[src/cnf_pkg.sv]
// Shared types, sizes and codes for the color-name cell feature block.
// No dependencies; imported by cnf_divider and the top level.
package cnf_pkg;

  localparam int FEATURE_DIMS  = 10;
  localparam int TABLE_ENTRIES = 32768;
  localparam int MAX_HEIGHT    = 1024;
  localparam int MAX_WIDTH     = 1024;
  localparam int MAX_BIN       = 16;

  localparam int VAL_W     = 16;   // Q2.14 feature word
  localparam int SUM_W     = 24;   // cell sum
  localparam int CH_W      = 8;    // color channel
  localparam int IDX_W     = 15;   // quantized color index
  localparam int DIM_W     = 4;
  localparam int POS_W     = 10;   // cell index fields of a result
  localparam int BIN_W     = 5;
  localparam int SIZE_W    = 11;
  localparam int CFG_W     = 11;
  localparam int CFG_IDX_W = 2;

  localparam int TBL_DEPTH = TABLE_ENTRIES * FEATURE_DIMS;
  localparam int TBL_AW    = $clog2(TBL_DEPTH);
  localparam int SUM_DEPTH = MAX_HEIGHT * FEATURE_DIMS;
  localparam int SUM_AW    = $clog2(SUM_DEPTH);
  localparam int ROW_W     = $clog2(MAX_HEIGHT);
  localparam int COL_W     = $clog2(MAX_WIDTH);
  localparam int RIB_W     = $clog2(MAX_BIN);
  localparam int AREA_W    = $clog2(MAX_BIN * MAX_BIN + 1);

  // register indexes
  localparam logic [CFG_IDX_W-1:0] REG_BIN_SIZE     = 2'd0;
  localparam logic [CFG_IDX_W-1:0] REG_IMAGE_HEIGHT = 2'd1;
  localparam logic [CFG_IDX_W-1:0] REG_IMAGE_WIDTH  = 2'd2;

  // reset values
  localparam logic [BIN_W-1:0]  BIN_RESET    = 5'd1;
  localparam logic [SIZE_W-1:0] HEIGHT_RESET = 11'd64;
  localparam logic [SIZE_W-1:0] WIDTH_RESET  = 11'd64;

  // item commands
  localparam logic CMD_PIXEL = 1'b0;
  localparam logic CMD_TABLE = 1'b1;

  typedef struct packed {
    logic                    command;
    logic [CH_W-1:0]         blue;
    logic [CH_W-1:0]         green;
    logic [CH_W-1:0]         red;
    logic [IDX_W-1:0]        table_address;
    logic [DIM_W-1:0]        table_dim;
    logic signed [VAL_W-1:0] table_value;
  } item_t;

  typedef struct packed {
    logic [POS_W-1:0]        cell_row;
    logic [POS_W-1:0]        cell_col;
    logic [DIM_W-1:0]        dim;
    logic signed [VAL_W-1:0] feature;
    logic                    last;
  } result_t;

  typedef enum logic [2:0] {
    S_IDLE,
    S_READ,
    S_ACC,
    S_DIV,
    S_OUT
  } state_t;

endpackage

[src/cnf_divider.sv]
// Bit-serial restoring divider: signed cell sum over the unsigned cell area,
// truncated toward zero. One quotient bit per cycle. Uses cnf_pkg.
module cnf_divider (
  input  logic                             clk,
  input  logic                             rst,
  input  logic                             start,
  input  logic signed [cnf_pkg::SUM_W-1:0] dividend,
  input  logic [cnf_pkg::AREA_W-1:0]       divisor,
  output logic                             done,
  output logic signed [cnf_pkg::VAL_W-1:0] quotient
);
  import cnf_pkg::*;

  localparam int CNT_W = $clog2(SUM_W);

  logic              busy;
  logic [CNT_W-1:0]  count;
  logic [SUM_W-1:0]  work;     // dividend bits out, quotient bits in
  logic [AREA_W-1:0] rem;
  logic [AREA_W-1:0] dvsr;
  logic              neg;

  logic [AREA_W:0]   trial;
  logic              fits;
  logic [AREA_W-1:0] rem_next;
  logic [SUM_W-1:0]  work_next;

  always_comb begin
    trial     = {rem, work[SUM_W-1]};
    fits      = trial >= {1'b0, dvsr};
    rem_next  = fits ? AREA_W'(trial - {1'b0, dvsr}) : AREA_W'(trial);
    work_next = {work[SUM_W-2:0], fits};
  end

  always_ff @(posedge clk) begin
    if (rst) begin
      busy <= 1'b0;
      done <= 1'b0;
    end else begin
      done <= 1'b0;
      if (start) begin
        busy <= 1'b1;
      end else if (busy && count == CNT_W'(SUM_W - 1)) begin
        busy <= 1'b0;
        done <= 1'b1;
      end
    end
  end

  always_ff @(posedge clk) begin
    if (start) begin
      count <= '0;
      rem   <= '0;
      dvsr  <= divisor;
      neg   <= dividend[SUM_W-1];
      work  <= dividend[SUM_W-1] ? SUM_W'(-dividend) : SUM_W'(dividend);
    end else if (busy) begin
      count <= count + 1'b1;
      rem   <= rem_next;
      work  <= work_next;
    end
  end

  // magnitude of the average is below 2^15 + 1, so the low bits carry it
  assign quotient = neg ? VAL_W'(-work) : VAL_W'(work);

endmodule

[config.mk]
export PLATFORM = sky130hd
export DESIGN_NAME = cnf_divider
export DESIGN_NICKNAME = d
export VERILOG_FILES = /design/src/cnf_pkg.sv /design/src/cnf_divider.sv
export SDC_FILE = /design/constraint.sdc
export NUM_CORES = 1
export LEC_CHECK = 0
export BUFFER_PORTS_ARGS = -buffer_cell sky130_fd_sc_hd__clkbuf_2
export CAP_MARGIN = 20
export CORE_ASPECT_RATIO = 0.75
export CORE_MARGIN = 3
export CORE_UTILIZATION = 35
export CTS_CLUSTER_SIZE = 28
export DETAILED_ROUTE_END_ITERATION = 10
export PLACE_DENSITY = 0.64
export REMOVE_ABC_BUFFERS = 1
export SYNTH_ARGS = -nofsm -noshare
export SYNTH_HDL_FRONTEND = slang
export SYNTH_SLANG_ARGS = --single-unit
export TNS_END_PERCENT = 1
[constraint.sdc]
create_clock -name clk -period 2.1 [get_ports clk]
set_input_delay 0.21 -clock clk [delete_from_list [all_inputs] [get_ports clk]]
set_output_delay 0.21 -clock clk [all_outputs]
set_load 0.1 [all_outputs]
; ---- Yosys cells after proc, flatten, opt, wreduce, memory -nomap -nowiden
; Cells that the tools add are included.
[word_totals]
reg_bits = 50
in_bits = 36
out_inout_bits = 17
wordCells = 25
[op_classes]
n_addsub = 4
magnitude_cmp = 1
eq_ne = 1
muxes = 8
reduce_logical = 4
[ops]
columns = op, n
row1 = 24-bit 2-to-1 mux, 3
row2 = 24-bit negator, 1
row3 = 16-bit 2-to-1 mux, 1
row4 = 16-bit negator, 1
row5 = 10-bit by 9-bit greater-or-equal comparator with 1-bit output, 1
row6 = 9-bit 2-to-1 mux, 1
row7 = 9-bit subtractor, 1
row8 = "5-bit by 1-bit adder with 5-bit output, second input constant", 1
row9 = "5-bit equality test, second input constant", 1
row10 = 2-bit nonzero test, 2
row11 = 1-bit 2-to-1 mux, 3
row12 = 2-bit OR reduction, 1
row13 = 1-bit logical AND, 1

; ---- Logic depth before layout (Yosys ltp)
[logic_depth]
depth_word = 4
ltp_mapped = 10
depth_no_buf = 9

; ---- Least setup slack after synthesis
; No wires, ideal clock.
[synth_timing]
path_kind = flip-flop to output port
start = register neg
end = output port quotient[1] (netlist bit)
arrival_ps = 2765
slack_ps = -875
path_stages_with_launch = 3
cell_sequence = edfxtp_1 > clkbuf_1 > o21ai_0
[synth_between]
elab_chain_len = 1
[synth_lines]
columns = element, line
row1 = from (decl), cnf_divider.sv:21  ; logic neg;
row2 = from (signal assigned), cnf_divider.sv:55  ; neg <= dividend[SUM_W-1];
row3 = 16-bit 2-to-1 mux, cnf_divider.sv:65  ; assign quotient = neg ? VAL_W'(-work) : VAL_W'(work);
row4 = to (decl), cnf_divider.sv:10  ; output logic signed [cnf_pkg::VAL_W-1:0] quotient
; Every way passes these cells.

; ---- Final worst setup path
[layout_timing]
start = register work[0]
end = output port quotient[12] (netlist bit)
[layout_between]
elab_chain_len = 2
[layout_lines]
columns = element, line
row1 = from (decl), cnf_divider.sv:18  ; logic [SUM_W-1:0] work;
row2 = from (signal assigned), cnf_divider.sv:56  ; work <= dividend[SUM_W-1] ? SUM_W'(-dividend) : SUM_W'(dividend);
row3 = from (signal assigned), cnf_divider.sv:60  ; work <= work_next;
row4 = 16-bit negator, cnf_divider.sv:65
row5 = 16-bit 2-to-1 mux, cnf_divider.sv:65
; Every way passes these cells.

==> flow_summary.toml <==
[critical_path]
critical_path_required_ps = 1890
critPathKind = "register to output pin"
reg2reg_slack_ps = -60
cp.arrival_ps = 2150
r2r-start = "work[23]"
cp_slowest_cell = "edfxtp_1"
cp_top_family = "flip-flops"
max_stage_delay_ps = 470
r2r-end = "rem[8]"
crit_fanout = 3
crit_chain = "inv_1 > ha_1 > nor2b_2 > nand4_1 > o31ai_2 > xnor2_1 > buf_12"
crit_path_start_kind = "register"
r2r_cells = 10
crit_path_end_kind = "output pin"
path_buf_inv = 2

[route]
avgRoutedWirePerCell_um = 14.2
route.detailed.drc = 0
drt_pass1_iterations = 4
ant_nets = 0
totalWireLength_um = 7780
via_per_inst = 5.04
drt_iter0_drc = 108
vias = 2772

[floorplan]
die_area_um2 = 10500
start_util_pct = 37.2
die_h_um = 89.4
die_w_um = 117
placementRows = 29
coreArea_um2 = 8740
ios = 53

[grt]
grt_usage_pct = 15.6
busiest_layer = "met2"
grt_pass1_wl_um = 13000
grt_use_met2_pct = 23.5
grtUsageMet3_pct = 2.98
antenna_found_initial = 0
grt_pass1_vias = 2642
overflow = 0
grt_max_degree = 29
met1_usage_pct = 23.4

[yosys]
yosysWarnings = 0
ys_seq_elements = 50
synth-edff-count = 34
synth_flop_cell = "edfxtp_1"
synth.yosys.seq_area_share_pct = 41.3
synth_top_area_share_pct = 31.4
synth.distinct_cells = 50
synth_largest_area_cell = "edfxtp_1"
syn_inst = 343
async_flop_share_pct = 0
synthesis.area_um2 = 3250
syn_avg_cell_area_um2 = 9.47
synthTopCellsByArea = "edfxtp_1 31%, dfxtp_1 9.9%, xor2_1 7.0%, nor2_1 5.0%, ha_1 4.6%"

[finish]
layout_commonest_cell = "buf_4"
final_cell_mix = "42 x buf_4, 41 x nor2_1, 38 x clkbuf_2"
num_antenna_cells = 0
drive_gt1_share_pct = 30.3
nets = 475
syn_to_final_growth_pct = 33.2
stdcell_area_um2 = 4330

[placement]
place.gp.congestion = 0.924
placedInstanceArea_um2 = 4050
dp_hpwl_um = 5880
io_buffers = 52

[clock_network]
cts_max_level = 2
cts_tree = "yes"
root_buffer = "clkbuf_16"
ctsLongestPathBuffers = 2
cts.sinks = 50
numCtsBuffers = 5
clkLatencyLatePin_ps = 290
clk_transition_reported_paths_ps = 70

[min_path]
hold_start = "divisor[7]"
min_to = "dvsr[7]"
worstHoldPathCells = 1
hold_path_class = "primary input to register"

[sta]
fin_crit_sh_pct = 113
slew_violations = 0
rsz0062_at_grt = "yes"
fin_skew_ps = 8.18
hold_viol = 0
worst_pin_slew_ps = 593
tns_ps = -1390
fin_ws_ps = -263
setup_viol = 12
slew-limit-headroom_pct = 60.4
fmax_ghz = 0.423
period_minus_slack_ps = 2360

[power_and_ir_drop]
peakVddDrop_uv = 380
power_leakage_nw = 1.75
power.density_nw_per_um2 = 814

[run_status]
violations = "setup timing"
status = "complete, but fails checks"

[flow_run]
drv_cap = 0
==> report_power, final <==
group          switching, mW  internal, mW  leakage (nW)  total, mW
clock network          0.332         0.551        0.0773      0.883
logic                  0.877         0.536          1.21       1.41
registers             0.0672          1.16         0.465       1.23
==> through the flow <==
step / setup slack (ps) / hold slack (ps) / std cells / util (%) / power [mW]
2_1_floorplan: -1370 / 282 / 325 / - / 2.09
3_3_place_gp: -249 / 387 / 539 / 46.3 / 2.58
3_5_place_dp: -225 / 389 / 539 / 46.3 / 2.60
4_1_cts: -244 / 94.8 / 548 / 49.2 / 3.54
5_1_grt: -326 / 89.9 / 550 / 49.5 / 3.69
6_report: -263 / 101 / 550 / 49.5 / 3.53
==> logic make-up after synthesis <==
group	after synthesis	synth area share, %
AO/OA/AOI/OAI	82	17.8
XOR/XNOR	43	11.6
adder cells (fa/ha/maj)	13	5.24
buffers and inverters	36	4.58
flip-flops	50	41.3
multiplexers	9	2.85
AND/OR/NAND/NOR	110	16.7
==> cell usage after synthesis, drive strengths merged (2+ instances only) <==
master  instances
nor2           43
edfxtp         34
a21oi          28
xor2           26
nand2          22
inv            18
o21ai          17
xnor2          17
dfxtp          16
ha             12
clkbuf         11
o41ai           9
o31ai           8
buf             7
mux2i           7
nand2b          7
a211oi          5
nand3           5
nand4           5
nand3b          4
nor2b           4
nor3            4
or3             4
or4             4
o221ai          3
a21o            2
mux2            2
nor3b           2
o21a            2
==> worst max path at each step <==
stage	startpoint	end	slack [ps]	cells past startpoint
floorplan	work[0]	quotient[14]	-1370	6
global placement	dividend[0]	work[20]	-250	8
detailed placement	dividend[0]	work[12]	-230	8
CTS	work[0]	quotient[12]	-240	7
global route	work[0]	quotient[12]	-330	7
finish	work[0]	quotient[12]	-260	7
==> area by class of cell <==
| type | instances | area [um^2] |
|---|---|---|
| inverters | 18 | 67.6 |
| flip-flops and latches | 50 | 1340 |
| multi-input cells | 257 | 1840 |
| well taps | 124 | 155 |
| fillers | 812 | 4420 |
| clock inverters | 2 | 33.8 |
| repair buffers | 94 | 764 |
| clock buffers | 5 | 125 |
==> routing by layer <==
metal  vias up  part of all wire, %
li1       1402                    -
met1      1315                   50
met2        49                   45
met3         6                  4.3
met4         0                 0.96
met5         -                    0
==> sequential cells by signal, indices dropped and copies added (netlist names) <==
signal	count
done	1
count	5
neg	1
work	24
dvsr	9
busy	1
rem	9
==> what timing repair did <==
action / 4_1_cts / 5_1_grt
resized for setup: 17 / 6
pin swaps: 6 / 0
setup endpoints to repair: 19 / 24
hold buffers: 0 / 0
buffers inserted: 2 / 2
Note: power is estimated with default switching activity, not from simulation.
